==> src/rtl/core/lcg_pkg.sv <==
package lcg_pkg;

	// Fixed field widths of the channels
	localparam int unsigned OP_W       = 2;
	localparam int unsigned TIDX_W     = 8;
	localparam int unsigned TVAL_W     = 16;
	localparam int unsigned EVAL_W     = 16;
	localparam int unsigned EPOS_W     = 4;
	localparam int unsigned CNT_W      = 9;
	localparam int unsigned CHS_W      = 5;
	localparam int unsigned CFG_IDX_W  = 2;
	localparam int unsigned CFG_DATA_W = 9;

	// Request codes
	typedef enum logic [OP_W-1:0] {
		OP_WRITE   = 2'd0,
		OP_RESTART = 2'd1,
		OP_ADVANCE = 2'd2,
		OP_NONE    = 2'd3
	} op_t;

	// Configuration register indexes
	localparam logic [CFG_IDX_W-1:0] CFG_ITEM_COUNT   = 2'd0;
	localparam logic [CFG_IDX_W-1:0] CFG_CHOOSE_COUNT = 2'd1;

	// Sequencer states
	typedef enum logic [3:0] {
		ST_IDLE,
		ST_FILL,
		ST_ADV_RD,
		ST_ADV_CMP,
		ST_REFILL,
		ST_EM_SEL,
		ST_EM_VAL,
		ST_EM_OUT,
		ST_EXH
	} state_t;

	// Controller to datapath commands
	typedef struct packed {
		logic tbl_wr;      // write item table from the request
		logic pos_clr;     // position counter to zero
		logic pos_top;     // position counter to k-1
		logic pos_inc;
		logic pos_dec;
		logic sel_fill;    // index[pos] = pos
		logic sel_grow;    // index[pos] = read index + 1, load run value
		logic sel_run;     // index[pos] = run value + 1, advance run value
		logic sel_rd;      // read index at pos
		logic sel_rd_next; // read index at pos+1
		logic item_rd;     // read item table at the read index
		logic out_elem;    // load an element result
		logic out_exh;     // load the exhausted result
	} cmd_t;

	// Datapath to controller status
	typedef struct packed {
		logic bad_nk;   // k is zero or n < k
		logic grow;     // read index is below its limit
		logic pos_zero;
		logic pos_last; // pos is k-1
		logic out_free; // output register can take a result
	} stat_t;

endpackage

==> src/rtl/core/lcg_if.sv <==
interface lcg_item_if;
	logic                        valid;
	logic                        ready;
	logic [lcg_pkg::OP_W-1:0]    op;
	logic [lcg_pkg::TIDX_W-1:0]  table_index;
	logic [lcg_pkg::TVAL_W-1:0]  table_value;

	modport source (output valid, op, table_index, table_value, input ready);
	modport sink (input valid, op, table_index, table_value, output ready);
endinterface

interface lcg_result_if;
	logic                        valid;
	logic                        ready;
	logic [lcg_pkg::EVAL_W-1:0]  element_value;
	logic [lcg_pkg::EPOS_W-1:0]  element_position;
	logic                        last_element;
	logic                        exhausted;

	modport source (output valid, element_value, element_position, last_element, exhausted,
		input ready);
	modport sink (input valid, element_value, element_position, last_element, exhausted,
		output ready);
endinterface

interface lcg_cfg_if;
	logic                            valid;
	logic                            ready;
	logic [lcg_pkg::CFG_IDX_W-1:0]   index;
	logic [lcg_pkg::CFG_DATA_W-1:0]  data;

	modport source (output valid, index, data, input ready);
	modport sink (input valid, index, data, output ready);
endinterface

==> src/rtl/core/lcg_ctrl.sv <==
module lcg_ctrl (
	input  logic                      clk,
	input  logic                      arst_n,
	input  logic                      in_valid,
	input  logic [lcg_pkg::OP_W-1:0]  in_op,
	input  lcg_pkg::stat_t            stat,
	output logic                      in_ready,
	output lcg_pkg::cmd_t             cmd
);

	lcg_pkg::state_t state_q, state_d;
	logic started_q, started_d;
	logic done_q, done_d;

	// State and sequence flags
	always_ff @(posedge clk or negedge arst_n) begin
		if (!arst_n) begin
			state_q   <= lcg_pkg::ST_IDLE;
			started_q <= 1'b0;
			done_q    <= 1'b0;
		end else begin
			state_q   <= state_d;
			started_q <= started_d;
			done_q    <= done_d;
		end
	end

	// Next state and commands
	always_comb begin
		state_d   = state_q;
		started_d = started_q;
		done_d    = done_q;
		cmd       = '0;
		in_ready  = 1'b0;
		unique case (state_q)
			lcg_pkg::ST_IDLE: begin
				in_ready = 1'b1;
				if (in_valid) begin
					if (in_op == lcg_pkg::OP_WRITE) begin
						cmd.tbl_wr = 1'b1;
					end else if (in_op == lcg_pkg::OP_RESTART ||
							(in_op == lcg_pkg::OP_ADVANCE && !started_q)) begin
						started_d = 1'b1;
						done_d    = 1'b0;
						if (stat.bad_nk) begin
							done_d  = 1'b1;
							state_d = lcg_pkg::ST_EXH;
						end else begin
							cmd.pos_clr = 1'b1;
							state_d     = lcg_pkg::ST_FILL;
						end
					end else if (in_op == lcg_pkg::OP_ADVANCE) begin
						if (done_q || stat.bad_nk) begin
							done_d  = 1'b1;
							state_d = lcg_pkg::ST_EXH;
						end else begin
							cmd.pos_top = 1'b1;
							state_d     = lcg_pkg::ST_ADV_RD;
						end
					end
				end
			end
			// Load the first selection, one index a cycle
			lcg_pkg::ST_FILL: begin
				cmd.sel_fill = 1'b1;
				if (stat.pos_last) begin
					cmd.pos_clr = 1'b1;
					state_d     = lcg_pkg::ST_EM_SEL;
				end else begin
					cmd.pos_inc = 1'b1;
				end
			end
			// Scan from the right for an index that can grow
			lcg_pkg::ST_ADV_RD: begin
				cmd.sel_rd = 1'b1;
				state_d    = lcg_pkg::ST_ADV_CMP;
			end
			lcg_pkg::ST_ADV_CMP: begin
				if (stat.grow) begin
					cmd.sel_grow = 1'b1;
					if (stat.pos_last) begin
						cmd.pos_clr = 1'b1;
						state_d     = lcg_pkg::ST_EM_SEL;
					end else begin
						cmd.pos_inc = 1'b1;
						state_d     = lcg_pkg::ST_REFILL;
					end
				end else if (stat.pos_zero) begin
					done_d  = 1'b1;
					state_d = lcg_pkg::ST_EXH;
				end else begin
					cmd.pos_dec = 1'b1;
					state_d     = lcg_pkg::ST_ADV_RD;
				end
			end
			// Refill later indices with consecutive values
			lcg_pkg::ST_REFILL: begin
				cmd.sel_run = 1'b1;
				if (stat.pos_last) begin
					cmd.pos_clr = 1'b1;
					state_d     = lcg_pkg::ST_EM_SEL;
				end else begin
					cmd.pos_inc = 1'b1;
				end
			end
			// Emit elements: index read, value read, output load
			lcg_pkg::ST_EM_SEL: begin
				cmd.sel_rd = 1'b1;
				state_d    = lcg_pkg::ST_EM_VAL;
			end
			lcg_pkg::ST_EM_VAL: begin
				cmd.item_rd = 1'b1;
				state_d     = lcg_pkg::ST_EM_OUT;
			end
			lcg_pkg::ST_EM_OUT: begin
				if (stat.out_free) begin
					cmd.out_elem = 1'b1;
					if (stat.pos_last) begin
						state_d = lcg_pkg::ST_IDLE;
					end else begin
						cmd.pos_inc     = 1'b1;
						cmd.sel_rd_next = 1'b1;
						state_d         = lcg_pkg::ST_EM_VAL;
					end
				end
			end
			lcg_pkg::ST_EXH: begin
				if (stat.out_free) begin
					cmd.out_exh = 1'b1;
					state_d     = lcg_pkg::ST_IDLE;
				end
			end
			default: begin
				state_d = lcg_pkg::ST_IDLE;
			end
		endcase
	end

`ifndef ASSERT_OFF
	a_done_needs_start: assert property (@(posedge clk) disable iff (!arst_n)
		done_q |-> started_q)
		else $error("sequence done without a start");

	a_exh_completes: assert property (@(posedge clk) disable iff (!arst_n)
		(state_q == lcg_pkg::ST_EXH && stat.out_free) |=> state_q == lcg_pkg::ST_IDLE)
		else $error("exhausted result not completed");

	a_scan_end: assert property (@(posedge clk) disable iff (!arst_n)
		(state_q == lcg_pkg::ST_ADV_CMP && !stat.grow && stat.pos_zero)
		|=> (state_q == lcg_pkg::ST_EXH && done_q))
		else $error("failed scan did not finish the sequence");

	a_restart_starts: assert property (@(posedge clk) disable iff (!arst_n)
		(in_valid && in_ready && in_op == lcg_pkg::OP_RESTART)
		|=> (started_q && (state_q == lcg_pkg::ST_FILL || state_q == lcg_pkg::ST_EXH)))
		else $error("restart did not start a sequence");
`endif

endmodule

==> src/rtl/core/lcg_datapath.sv <==
module lcg_datapath #(
	parameter int MAX_ITEMS  = 256,
	parameter int MAX_CHOOSE = 16,
	parameter int VALUE_BITS = 16
) (
	input  logic                            clk,
	input  logic                            arst_n,
	input  logic                            cfg_we,
	input  logic [lcg_pkg::CFG_IDX_W-1:0]   cfg_index,
	input  logic [lcg_pkg::CFG_DATA_W-1:0]  cfg_data,
	input  logic [lcg_pkg::TIDX_W-1:0]      tbl_index,
	input  logic [lcg_pkg::TVAL_W-1:0]      tbl_value,
	input  lcg_pkg::cmd_t                   cmd,
	input  logic                            out_ready,
	output lcg_pkg::stat_t                  stat,
	output logic                            out_valid,
	output logic [lcg_pkg::EVAL_W-1:0]      element_value,
	output logic [lcg_pkg::EPOS_W-1:0]      element_position,
	output logic                            last_element,
	output logic                            exhausted
);

	localparam int IW = $clog2(MAX_ITEMS);
	localparam int NW = $clog2(MAX_ITEMS + 1);
	localparam int KW = $clog2(MAX_CHOOSE + 1);
	localparam int PW = (MAX_CHOOSE > 1) ? $clog2(MAX_CHOOSE) : 1;
	localparam int AW = ((NW > KW) ? NW : KW) + 1;

	logic [lcg_pkg::CNT_W-1:0] item_count_q;
	logic [lcg_pkg::CHS_W-1:0] choose_count_q;
	logic [NW-1:0]             n_eff;
	logic [KW-1:0]             k_eff;
	logic [KW-1:0]             pos_q;
	logic [KW-1:0]             pos_nx;
	logic [IW-1:0]             sel_rd_q;
	logic [IW-1:0]             run_q;
	logic [VALUE_BITS-1:0]     item_rd_q;
	logic [AW-1:0]             limit;
	logic [IW-1:0]             sel_wdata;
	logic [PW-1:0]             sel_raddr;
	logic                      tbl_in_range;

	logic [IW-1:0]         sel_mem [MAX_CHOOSE];
	logic [VALUE_BITS-1:0] item_mem [MAX_ITEMS];

	// Configuration registers
	always_ff @(posedge clk or negedge arst_n) begin
		if (!arst_n) begin
			item_count_q   <= '0;
			choose_count_q <= lcg_pkg::CHS_W'(1);
		end else if (cfg_we) begin
			unique case (cfg_index)
				lcg_pkg::CFG_ITEM_COUNT:   item_count_q   <= cfg_data[lcg_pkg::CNT_W-1:0];
				lcg_pkg::CFG_CHOOSE_COUNT: choose_count_q <= cfg_data[lcg_pkg::CHS_W-1:0];
				default: ;
			endcase
		end
	end

	// Saturate n and k to the storage limits
	assign n_eff = (32'(item_count_q) > 32'(MAX_ITEMS)) ? NW'(MAX_ITEMS) : NW'(item_count_q);
	assign k_eff = (32'(choose_count_q) > 32'(MAX_CHOOSE)) ? KW'(MAX_CHOOSE)
		: KW'(choose_count_q);

	assign pos_nx = pos_q + KW'(1);
	assign limit  = AW'(n_eff) - AW'(k_eff) + AW'(pos_q);

	assign stat.bad_nk   = (k_eff == '0) || (AW'(n_eff) < AW'(k_eff));
	assign stat.grow     = AW'(sel_rd_q) < limit;
	assign stat.pos_zero = (pos_q == '0);
	assign stat.pos_last = (AW'(pos_q) + AW'(1)) == AW'(k_eff);
	assign stat.out_free = !out_valid || out_ready;

	// Position counter
	always_ff @(posedge clk or negedge arst_n) begin
		if (!arst_n) begin
			pos_q <= '0;
		end else if (cmd.pos_clr) begin
			pos_q <= '0;
		end else if (cmd.pos_top) begin
			pos_q <= k_eff - KW'(1);
		end else if (cmd.pos_inc) begin
			pos_q <= pos_nx;
		end else if (cmd.pos_dec) begin
			pos_q <= pos_q - KW'(1);
		end
	end

	// Index memory write data and read address
	always_comb begin
		if (cmd.sel_fill) begin
			sel_wdata = IW'(pos_q);
		end else if (cmd.sel_grow) begin
			sel_wdata = sel_rd_q + IW'(1);
		end else begin
			sel_wdata = run_q + IW'(1);
		end
	end

	assign sel_raddr = cmd.sel_rd_next ? pos_nx[PW-1:0] : pos_q[PW-1:0];

	// Index memory, cleared at reset
	always_ff @(posedge clk or negedge arst_n) begin
		if (!arst_n) begin
			for (int i = 0; i < MAX_CHOOSE; i++) begin
				sel_mem[i] <= '0;
			end
		end else if (cmd.sel_fill || cmd.sel_grow || cmd.sel_run) begin
			sel_mem[pos_q[PW-1:0]] <= sel_wdata;
		end
	end

	// Index read and run value
	always_ff @(posedge clk) begin
		if (cmd.sel_rd || cmd.sel_rd_next) begin
			sel_rd_q <= sel_mem[sel_raddr];
		end
		if (cmd.sel_grow || cmd.sel_run) begin
			run_q <= sel_wdata;
		end
	end

	// Item table
	assign tbl_in_range = 32'(tbl_index) < 32'(MAX_ITEMS);

	always_ff @(posedge clk) begin
		if (cmd.tbl_wr && tbl_in_range) begin
			item_mem[IW'(tbl_index)] <= VALUE_BITS'(tbl_value);
		end
		if (cmd.item_rd) begin
			item_rd_q <= item_mem[sel_rd_q];
		end
	end

	// Output register: hold until transfer
	always_ff @(posedge clk or negedge arst_n) begin
		if (!arst_n) begin
			out_valid <= 1'b0;
		end else if (cmd.out_elem || cmd.out_exh) begin
			out_valid <= 1'b1;
		end else if (out_ready) begin
			out_valid <= 1'b0;
		end
	end

	always_ff @(posedge clk) begin
		if (cmd.out_elem) begin
			element_value    <= lcg_pkg::EVAL_W'(item_rd_q);
			element_position <= lcg_pkg::EPOS_W'(pos_q);
			last_element     <= stat.pos_last;
			exhausted        <= 1'b0;
		end else if (cmd.out_exh) begin
			element_value    <= '0;
			element_position <= '0;
			last_element     <= 1'b1;
			exhausted        <= 1'b1;
		end
	end

endmodule

==> src/rtl/core/lexicographic_combination_generator_unit.sv <==
// Sequence: a table write completes in the idle state; a restart loads the selection, then
// emits each element by an index read, a value read and an output load; an advance scans
// indices from the right, refills those after the one that grows, then emits likewise; an
// exhausted answer is loaded from its own state. One request at a time: the input is ready
// only while idle, and each output load waits while an unaccepted result is held.
// Reset clears sequencer, flags, selection indices, output valid; n=0, k=1; table undefined.
module lexicographic_combination_generator_unit #(
	parameter int MAX_ITEMS  = 256,
	parameter int MAX_CHOOSE = 16,
	parameter int VALUE_BITS = 16
) (
	input  logic          clk,
	input  logic          arst_n,
	lcg_item_if.sink      item,
	lcg_result_if.source  result,
	lcg_cfg_if.sink       cfg
);

	lcg_pkg::cmd_t  cmd;
	lcg_pkg::stat_t stat;
	logic           in_ready;

	// Configuration always accepted
	assign cfg.ready  = 1'b1;
	assign item.ready = in_ready;

	lcg_ctrl u_ctrl (
		.clk      (clk),
		.arst_n   (arst_n),
		.in_valid (item.valid),
		.in_op    (item.op),
		.stat     (stat),
		.in_ready (in_ready),
		.cmd      (cmd)
	);

	lcg_datapath #(
		.MAX_ITEMS  (MAX_ITEMS),
		.MAX_CHOOSE (MAX_CHOOSE),
		.VALUE_BITS (VALUE_BITS)
	) u_datapath (
		.clk              (clk),
		.arst_n           (arst_n),
		.cfg_we           (cfg.valid),
		.cfg_index        (cfg.index),
		.cfg_data         (cfg.data),
		.tbl_index        (item.table_index),
		.tbl_value        (item.table_value),
		.cmd              (cmd),
		.out_ready        (result.ready),
		.stat             (stat),
		.out_valid        (result.valid),
		.element_value    (result.element_value),
		.element_position (result.element_position),
		.last_element     (result.last_element),
		.exhausted        (result.exhausted)
	);

endmodule

==> src/flat_wrapper.sv <==
// flat-port wrapper written by rule: the top's interface ports become plain ports
module lexicographic_combination_generator_unit_flat 
#(
	parameter int MAX_ITEMS  = 256,
	parameter int MAX_CHOOSE = 16,
	parameter int VALUE_BITS = 16
)
  (clk, arst_n, item_valid, item_op, item_table_index, item_table_value, item_ready, result_valid, result_element_value, result_element_position, result_last_element, result_exhausted, result_ready, cfg_valid, cfg_index, cfg_data, cfg_ready);
  lcg_item_if item_i ();
  lcg_result_if result_i ();
  lcg_cfg_if cfg_i ();
  input  logic clk;
  input  logic arst_n;
  input wire logic [$bits(item_i.valid)-1:0] item_valid;
  input wire logic [$bits(item_i.op)-1:0] item_op;
  input wire logic [$bits(item_i.table_index)-1:0] item_table_index;
  input wire logic [$bits(item_i.table_value)-1:0] item_table_value;
  output wire logic [$bits(item_i.ready)-1:0] item_ready;
  output wire logic [$bits(result_i.valid)-1:0] result_valid;
  output wire logic [$bits(result_i.element_value)-1:0] result_element_value;
  output wire logic [$bits(result_i.element_position)-1:0] result_element_position;
  output wire logic [$bits(result_i.last_element)-1:0] result_last_element;
  output wire logic [$bits(result_i.exhausted)-1:0] result_exhausted;
  input wire logic [$bits(result_i.ready)-1:0] result_ready;
  input wire logic [$bits(cfg_i.valid)-1:0] cfg_valid;
  input wire logic [$bits(cfg_i.index)-1:0] cfg_index;
  input wire logic [$bits(cfg_i.data)-1:0] cfg_data;
  output wire logic [$bits(cfg_i.ready)-1:0] cfg_ready;
  assign item_i.valid = item_valid;
  assign item_i.op = item_op;
  assign item_i.table_index = item_table_index;
  assign item_i.table_value = item_table_value;
  assign item_ready = item_i.ready;
  assign result_valid = result_i.valid;
  assign result_element_value = result_i.element_value;
  assign result_element_position = result_i.element_position;
  assign result_last_element = result_i.last_element;
  assign result_exhausted = result_i.exhausted;
  assign result_i.ready = result_ready;
  assign cfg_i.valid = cfg_valid;
  assign cfg_i.index = cfg_index;
  assign cfg_i.data = cfg_data;
  assign cfg_ready = cfg_i.ready;
  lexicographic_combination_generator_unit #(.MAX_ITEMS(MAX_ITEMS), .MAX_CHOOSE(MAX_CHOOSE), .VALUE_BITS(VALUE_BITS)) u_core (.clk(clk), .arst_n(arst_n), .item(item_i), .result(result_i), .cfg(cfg_i));
endmodule
==> config.mk <==
export PLATFORM = sky130hd
export DESIGN_NAME = lexicographic_combination_generator_unit_flat
export DESIGN_NICKNAME = d
export VERILOG_FILES = /design/src/rtl/core/lcg_pkg.sv /design/src/rtl/core/lcg_if.sv /design/src/rtl/core/lcg_ctrl.sv /design/src/rtl/core/lcg_datapath.sv /design/src/rtl/core/lexicographic_combination_generator_unit.sv /design/src/flat_wrapper.sv
export SDC_FILE = /design/constraint.sdc
export NUM_CORES = 2
export LEC_CHECK = 0
export ABC_CLOCK_PERIOD_IN_PS = 10600
export BUFFER_PORTS_ARGS = -buffer_cell sky130_fd_sc_hd__clkbuf_2
export CORE_MARGIN = 5
export CORE_UTILIZATION = 40
export CTS_CLUSTER_DIAMETER = 200
export DETAILED_ROUTE_END_ITERATION = 8
export SETUP_SLACK_MARGIN = 0.02
export SLEW_MARGIN = 5
export SYNTH_ARGS = -nofsm -noshare
export SYNTH_HDL_FRONTEND = slang
export SYNTH_SLANG_ARGS = --single-unit
==> constraint.sdc <==
create_clock -name clk -period 10.6 [get_ports clk]
set_clock_uncertainty 0.15 [all_clocks]
set_input_delay 0 -clock clk [delete_from_list [all_inputs] [get_ports clk]]
set_output_delay 0 -clock clk [all_outputs]
set_load 0.01 [all_outputs]
After elaboration in Yosys (flattened, before gate mapping)
Memory sizes are Yosys's and may differ from the RTL's. A register that Yosys moved wholly into a read port is not among the register bits.
Index checks and enable logic that the tools add are counted.
{"block": "totals", "reg_bits": 192, "latch_bits": 0, "ramBits": 4096, "romBits": 0, "input_bits": 42, "output_inout_bits": 25, "memories": 1}
{"block": "op_classes", "addsub": 8, "mul": 0, "div": 0, "magnitude_cmp": 7, "eq_ne": 21, "n_shift": 0, "n_mux": 79, "bitwise": 3, "reduce_logical": 29}
{"memory": "u_core.u_datapath.item_mem", "depth": 256, "width": 16, "read_ports": 1, "rd_clocked_by_memory_dff": 1, "write_ports": 1, "line": "lcg_datapath.sv:44", "source": "logic [VALUE_BITS-1:0] item_mem [MAX_ITEMS];"}
{"op": "bitwise mux 128 bit", "count": 1}
{"op": "2-to-1 mux 4 bit", "count": 14}
{"op": "2-to-1 mux 1 bit", "count": 42}
{"op": "2-to-1 mux 8 bit", "count": 5}
{"op": "binary-select mux 8 bit (select 4 bit)", "count": 1}
{"op": "demux 8 bit (select 4 bit)", "count": 1}
{"op": "2-to-1 mux 16 bit", "count": 2}
{"op": "case mux 4 bit (8 select lines)", "count": 1}
{"op": "2-to-1 mux 5 bit", "count": 5}
{"op": "adder 8 x 1 -> 8 bit (second input constant)", "count": 2}
{"op": "== test 4 x 3 -> 1 bit (second input constant)", "count": 4}
{"op": "adder 10 x 5 -> 10 bit", "count": 1}
{"op": "greater-or-equal comparator 5 bit (second input constant)", "count": 2}
{"op": "logical NOT 5 bit", "count": 2}
{"op": "< comparator 8 x 10 -> 1 bit", "count": 1}
{"op": "inverter 4 -> 5 bit", "count": 2}
{"op": "subtractor 5 x 1 -> 5 bit (second input constant)", "count": 2}
{"op": "subtractor 9 x 5 -> 10 bit", "count": 1}
{"op": "greater-than comparator 9 bit (second input constant)", "count": 1}
{"op": "logical OR 1 bit", "count": 9}
{"op": "< comparator 9 x 5 -> 1 bit", "count": 1}
{"op": "2-to-1 mux 9 bit", "count": 1}
{"op": "== test 4 x 2 -> 1 bit (second input constant)", "count": 2}
{"op": "!= test 2 x 1 -> 1 bit (second input constant)", "count": 4}
{"op": "27 further kinds", "count": 40}

Depth between registers and ports, before layout
{"block": "logic_depth", "depth_word": 13, "depth_mapped": 25}

By module
From an unflattened synthesis, not the netlist that was laid out.
{"block": "unflattened", "cells_unflattened": 8079, "hier_area_um2": 166741.2}
{"module": "lcg_datapath", "instances": 1, "cells_each": 7992, "area_per_inst_um2": 166064.3, "seq_area_each_um2": 128314.3}
{"module": "lcg_ctrl", "instances": 1, "cells_each": 85, "area_per_inst_um2": 665.6, "seq_area_each_um2": 150.1}
{"module": "lexicographic_combination_generator_unit", "instances": 1, "cells_each": 2, "area_per_inst_um2": 11.3, "seq_area_each_um2": 0.0}

Worst setup path before layout
No wires, ideal clock.
{"block": "synth_timing", "path_kind": "register -> register", "startpoint": "reg u_core.u_datapath.pos_q[0]", "endpoint": "reg u_core.u_datapath.run_q[2], data pin", "arrival_time_ps": 5337, "required_time_ps": 10189, "slack_ps": 4853, "stages_incl_launch_ff": 25, "n_path_buf": 4, "path_cell_list": "dfrtp_1 -> clkbuf_1 -> inv_1 -> ha_1 -> inv_1 -> ha_1 -> fa_1 -> a21oi_1 -> inv_1 -> a21oi_1 -> xor2_1 -> ha_1 -> a21o_1 -> a2111oi_0 -> o21a_1 -> o41ai_1 -> buf_2 -> buf_1 -> mux2_2 -> ha_1 -> xor2_1 -> nor2_1 -> a21oi_1 -> clkbuf_1 -> inv_1"}
{"block": "synth_between", "elab_chain_cells": 6}
{"element": "start: declaration", "line": "lcg_datapath.sv:33", "source": "logic [KW-1:0] pos_q;"}
{"element": "start signal: assignment", "line": "lcg_datapath.sv:81", "source": "pos_q <= k_eff - KW'(1);"}
{"element": "start signal: assignment", "line": "lcg_datapath.sv:83", "source": "pos_q <= pos_nx;"}
{"element": "start signal: assignment", "line": "lcg_datapath.sv:85", "source": "pos_q <= pos_q - KW'(1);"}
{"element": "adder 10 x 5 -> 10 bit", "line": "lcg_datapath.sv:66", "source": "assign limit = AW'(n_eff) - AW'(k_eff) + AW'(pos_q);"}
{"element": "< comparator 8 x 10 -> 1 bit", "line": "lcg_datapath.sv:69", "source": "assign stat.grow = AW'(sel_rd_q) < limit;"}
{"element": "2-to-1 mux 1 bit", "line": "lcg_ctrl.sv:79", "source": "if (stat.grow) begin"}
{"element": "2-to-1 mux 1 bit", "line": "lcg_ctrl.sv:35", "source": "unique case (state_q)"}
{"element": "2-to-1 mux 8 bit", "line": "lcg_datapath.sv:93", "source": "end else if (cmd.sel_grow) begin"}
{"element": "2-to-1 mux 8 bit", "line": "lcg_datapath.sv:91", "source": "if (cmd.sel_fill) begin"}
{"element": "via u_core.u_datapath.sel_wdata[2]", "line": "lcg_datapath.sv:39", "source": "logic [IW-1:0] sel_wdata;"}
{"element": "end signal: assignment", "line": "lcg_datapath.sv:119", "source": "run_q <= sel_wdata;"}
{"element": "end: declaration", "line": "lcg_datapath.sv:36", "source": "logic [IW-1:0] run_q;"}
The timed path passes the listed nets, and every way through them passes these cells.
A chain may end at the register's enable or synchronous reset.

Final worst setup path
{"block": "layout_timing", "startpoint": "reg u_core.u_datapath.choose_count_q[4] (netlist bit)", "endpoint": "reg u_core.u_datapath.sel_mem[116] (netlist bit)"}
{"block": "layout_between", "elab_chain_cells": 10}
{"element": "start: declaration", "line": "lcg_datapath.sv:30", "source": "logic [lcg_pkg::CHS_W-1:0] choose_count_q;"}
{"element": "start signal: assignment", "line": "lcg_datapath.sv:50", "source": "choose_count_q <= lcg_pkg::CHS_W'(1);"}
{"element": "start signal: assignment", "line": "lcg_datapath.sv:54", "source": "lcg_pkg::CFG_CHOOSE_COUNT: choose_count_q <= cfg_data[lcg_pkg::CHS_W-1:0];"}
{"element": "greater-than comparator 5 bit", "line": "lcg_datapath.sv:62", "source": "assign k_eff = (32'(choose_count_q) > 32'(MAX_CHOOSE)) ? KW'(MAX_CHOOSE)"}
{"element": "2-to-1 mux 5 bit *", "line": "lcg_datapath.sv:62"}
{"element": "subtractor 9 x 5 -> 10 bit *", "line": "lcg_datapath.sv:66"}
{"element": "adder 10 x 5 -> 10 bit *", "line": "lcg_datapath.sv:66"}
{"element": "< comparator 8 x 10 -> 1 bit *", "line": "lcg_datapath.sv:69"}
{"element": "2-to-1 mux 1 bit *", "line": "lcg_ctrl.sv:79"}
{"element": "2-to-1 mux 1 bit *", "line": "lcg_ctrl.sv:35"}
{"element": "2-to-1 mux 8 bit *", "line": "lcg_datapath.sv:93"}
{"element": "2-to-1 mux 8 bit *", "line": "lcg_datapath.sv:91"}
{"element": "via u_core.u_datapath.sel_wdata[4]", "line": "lcg_datapath.sv:39"}
{"element": "bitwise mux 128 bit *", "line": "lcg_datapath.sv:109", "source": "sel_mem[pos_q[PW-1:0]] <= sel_wdata;"}
{"element": "end signal: indexed assignment", "line": "lcg_datapath.sv:109"}
{"element": "end: declaration", "line": "lcg_datapath.sv:43", "source": "logic [IW-1:0] sel_mem [MAX_CHOOSE];"}
Mark *: on every way through the listed nets, which the timed path passes. The rest lies on a longest branch.

==> flow_metrics.tcl <==
set metrics [dict create \
    via_count 78500 \
    fin_hold_ws_ns 0.0246 \
    holdCritStartpoint "item_table_value[3]" \
    place_congestion 0.829 \
    dpl.hpwl_mm 243 \
    r2r_cells 25 \
    grt_use_met3_pct 3.36 \
    initial_core_util_pct 40.1 \
    worst_r2r_endpoint "u_core.u_datapath.sel_mem[116]" \
    core_sq_mm 0.416 \
    criticalPathCategory "register to register" \
    syn_inst 7196 \
    pwr-share-seq_pct 39.4 \
    slowest_delay_ns 0.80 \
    p_int_uw 34200 \
    yosys-top-cells-area "edfxtp_1 75%, mux4_2 19%, dfrtp_1 2.3%" \
    fmax_mhz 145 \
    syn-num-nets 7272 \
    cpMaxStageDelayCell "a22oi_1" \
    worstPathRequired_ns 11.27 \
    grt-ovfl-total 0 \
    htree_levels 5 \
    grt_use_met2_pct 29.5 \
    report.final.slew_viol_count 0 \
    drv_cap 0 \
    dp.cells 12700 \
    p_leak_uw 0.0595 \
    antenna_found_initial 43 \
    cts_sinks 4304 \
    ys_ff_latch 4304 \
    die_h_microns 656 \
    tightestPinTransition_ns 1.35 \
    drtIter0Drc 9702 \
    final_cells 13600 \
    worst_hold_path_type "input pin to register" \
    via_per_inst 5.78 \
    grt_pass1_vias 79000 \
    critical_path.top_delay_family "compound AO/OA/AOI/OAI gates" \
    drive_above_1_share_pct 30.9 \
    max-clock-path-buffers 4 \
    grt-busiest-layer "met2" \
    drt_pass1_iterations 5 \
    die_w_microns 656 \
    wl_per_cell_microns 30.7 \
    p_comb_share_pct 30.0 \
    clock_power_share_pct 30.6 \
    clk_latency_ns 0.97 \
    final-seq-area_sq_mm 0.128 \
    syn_to_final_growth_pct 14.0 \
    final_common_cell "edfxtp_1" \
    grt_pass1_wl_mm 598 \
    grt_usage_pct 19.0 \
    synth.distinct_cells 66 \
    crit_path_start "u_core.u_datapath.choose_count_q[4]" \
    syn_area_sq_mm 0.167 \
    die_area_sq_mm 0.431 \
    port_buffers 65 \
    path_buf_inv 7 \
    ys_warn_count 0 \
    grt_max_degree 161 \
    drc 0 \
    ios 67 \
    multiInputGateArea_sq_mm 0.0369 \
    final.period_utilization_pct 65.0 \
    grt_use_met1_pct 28.0 \
    cts_buffers 435 \
    slew_headroom_pct 10.3 \
    rsz0062_at_grt "false" \
    syn_avg_cell_area_sq_um 23.2 \
    synth_edf_count 4149 \
    crit_path_max_fanout 20 \
    p_sw_uw 14800 \
    postRouteAntennaNets 0 \
    min_period_ns 6.89 \
    reg2reg_from "u_core.u_datapath.choose_count_q[4]" \
    status "complete, no violations" \
    synth_largest_area_cell "edfxtp_1" \
    postLayoutCellArea_sq_mm 0.191 \
    wl_mm 417 \
    clk_pin_slew_ns 0.07 \
    ys_async_sr_fraction_pct 3.58 \
    cp.arrival_ns 7.56 \
    layout.nets 7794 \
    ir_drop_v 0.000279 \
    setup_viol 0 \
    worst_setup_path_start_kind "register" \
    reg2reg_slack_ns 3.71 \
    mostFrequentLayoutCells "4149 x edfxtp_1, 1377 x mux4_2, 448 x clkbuf_16" \
    synth_ff_type "edfxtp_1" \
    clock-root-buffer "clkbuf_16" \
    fillCellCount 34200 \
    whs_path_depth 2 \
    critical_path.most_common_cell "inv_1" \
    hold_viol 0 \
    yosysSeqAreaShare_pct 76.9 \
    min_to "u_core.u_datapath.item_mem[222][3]" \
    cts_resized 0 \
    num_rows 237 \
    p_per_area_mw_per_mm2 257 \
    cts_tree "done" \
    endpoint_kind "register" \
    fin_setup_tns_ns 0 \
    synth_top_area_share_pct 74.6 \
    post_dp_cell_area_sq_mm 0.176 \
    switching_share_pct 30.2 \
]
cells by family after synthesis:
family / Yosys count / share of synthesized area, %
other: 1 / 0.00224
multiplexers: 1425 / 18.9
flip-flops: 4304 / 76.9
XOR/XNOR: 24 / 0.142
AND/OR/NAND/NOR: 682 / 1.76
buffers and inverters: 452 / 1.11
adder cells (fa/ha/maj): 34 / 0.277
AO/OA/AOI/OAI: 274 / 0.955
through the flow:
stage	worst slack (ns)	total power (uW)	utilization [%]
detailed placement	3.97	34500	42.2
finish	3.71	49000	45.8
CTS	3.93	49600	45.8
global route	3.36	50800	45.8
floorplan	4.85	29000	-
global placement	3.88	34400	42.2
registers in the layout (all words and copies together) (netlist names):
name and count:
u_core.u_datapath.item_count_q 9, u_core.u_ctrl.started_q 1, u_core.u_datapath.pos_q 5, u_core.u_ctrl.done_q 1, u_core.u_datapath.sel_mem 128, u_core.u_datapath.last_element 1, u_core.u_datapath.out_valid 1, u_core.u_datapath.element_position 4
u_core.u_datapath.sel_rd_q 8, u_core.u_datapath.item_mem 4096, u_core.u_datapath.exhausted 1, u_core.u_datapath.item_rd_q 16, u_core.u_datapath.run_q 8, u_core.u_datapath.choose_count_q 5, u_core.u_datapath.element_value 16, u_core.u_ctrl.state_q 4
worst max path at each step:
| stage | end | cells past startpoint |
|---|---|---|
| 3_3_place_gp | u_core.u_datapath.sel_mem[100] | 25 |
| 2_1_floorplan | u_core.u_datapath.run_q[2] | 24 |
| 5_1_grt | u_core.u_datapath.sel_mem[116] | 25 |
| 3_5_place_dp | u_core.u_datapath.sel_mem[116] | 25 |
| 4_1_cts | u_core.u_datapath.sel_mem[116] | 25 |
| 6_report | u_core.u_datapath.sel_mem[116] | 25 |
final cells by class:
cell class              count  area share (%)
flip-flops and latches   4304            67.4
multi-input cells        2440            19.4
clock buffers             539            6.07
well taps                5497            3.61
repair buffers            495            2.17
clock inverters           263            1.24
inverters                  42          0.0827
diodes                     12          0.0158
routing by layer:
metal | vias up | part of all wire (%)
li1 | 31600 | -
met1 | 42800 | 42
met2 | 3389 | 47
met3 | 636 | 8.3
met4 | 12 | 2.8
met5 | - | 0.018
synthesized netlist by cell type (4+ instances only):
library cell	number
a22oi_1	10
buf_4	5
a21o_1	21
a31oi_1	12
xnor2_1	12
mux2i_1	11
edfxtp_1	4149
nand3_1	55
nor3_1	16
fa_1	5
mux4_2	1377
buf_2	92
o21ai_0	151
o41ai_1	9
nor2b_1	30
nand3b_1	4
nand2_1	200
ha_1	29
buf_1	44
nor4_1	5
and2_1	19
dfrtp_1	153
and3_1	24
mux2_2	37
nor2_1	302
nand2b_1	11
inv_1	41
a21oi_1	39
xor2_1	10
clkbuf_1	263
o211ai_1	6
power by group through the flow:
stage,Combinational (uW),Sequential (uW),Clock (uW)
6_report,14700,19300,15000
2_1_floorplan,9490,19500,0
3_5_place_dp,14900,19600,0
4_1_cts,14900,19300,15300
3_3_place_gp,14800,19600,0
5_1_grt,15500,19300,16000
worst register-to-register path, stage by stage, from the launching register on:
cell	delay, ns
dfrtp_1	0.58
inv_1	0.20
nand2_1	0.22
inv_1	0.07
ha_1	0.30
inv_1	0.05
ha_1	0.22
fa_1	0.47
a21oi_1	0.27
inv_1	0.10
a21oi_1	0.24
xor2_1	0.20
ha_1	0.27
a21o_1	0.19
a2111oi_0	0.48
o21a_1	0.23
o41ai_2	0.08
buf_4	0.23
mux2i_1	0.23
inv_1	0.07
ha_1	0.27
nand3_1	0.10
o211ai_1	0.10
a22oi_1	0.80
inv_1	0.28
mux2_2	0.35
repair_timing:
action / CTS / global route
endpoints found under the setup margin: 0 / 0
buffers inserted: 0 / 0
endpoints found under the hold margin: 3338 / 0
hold buffers: 76 / 0
(Power assumes the default switching activity.)
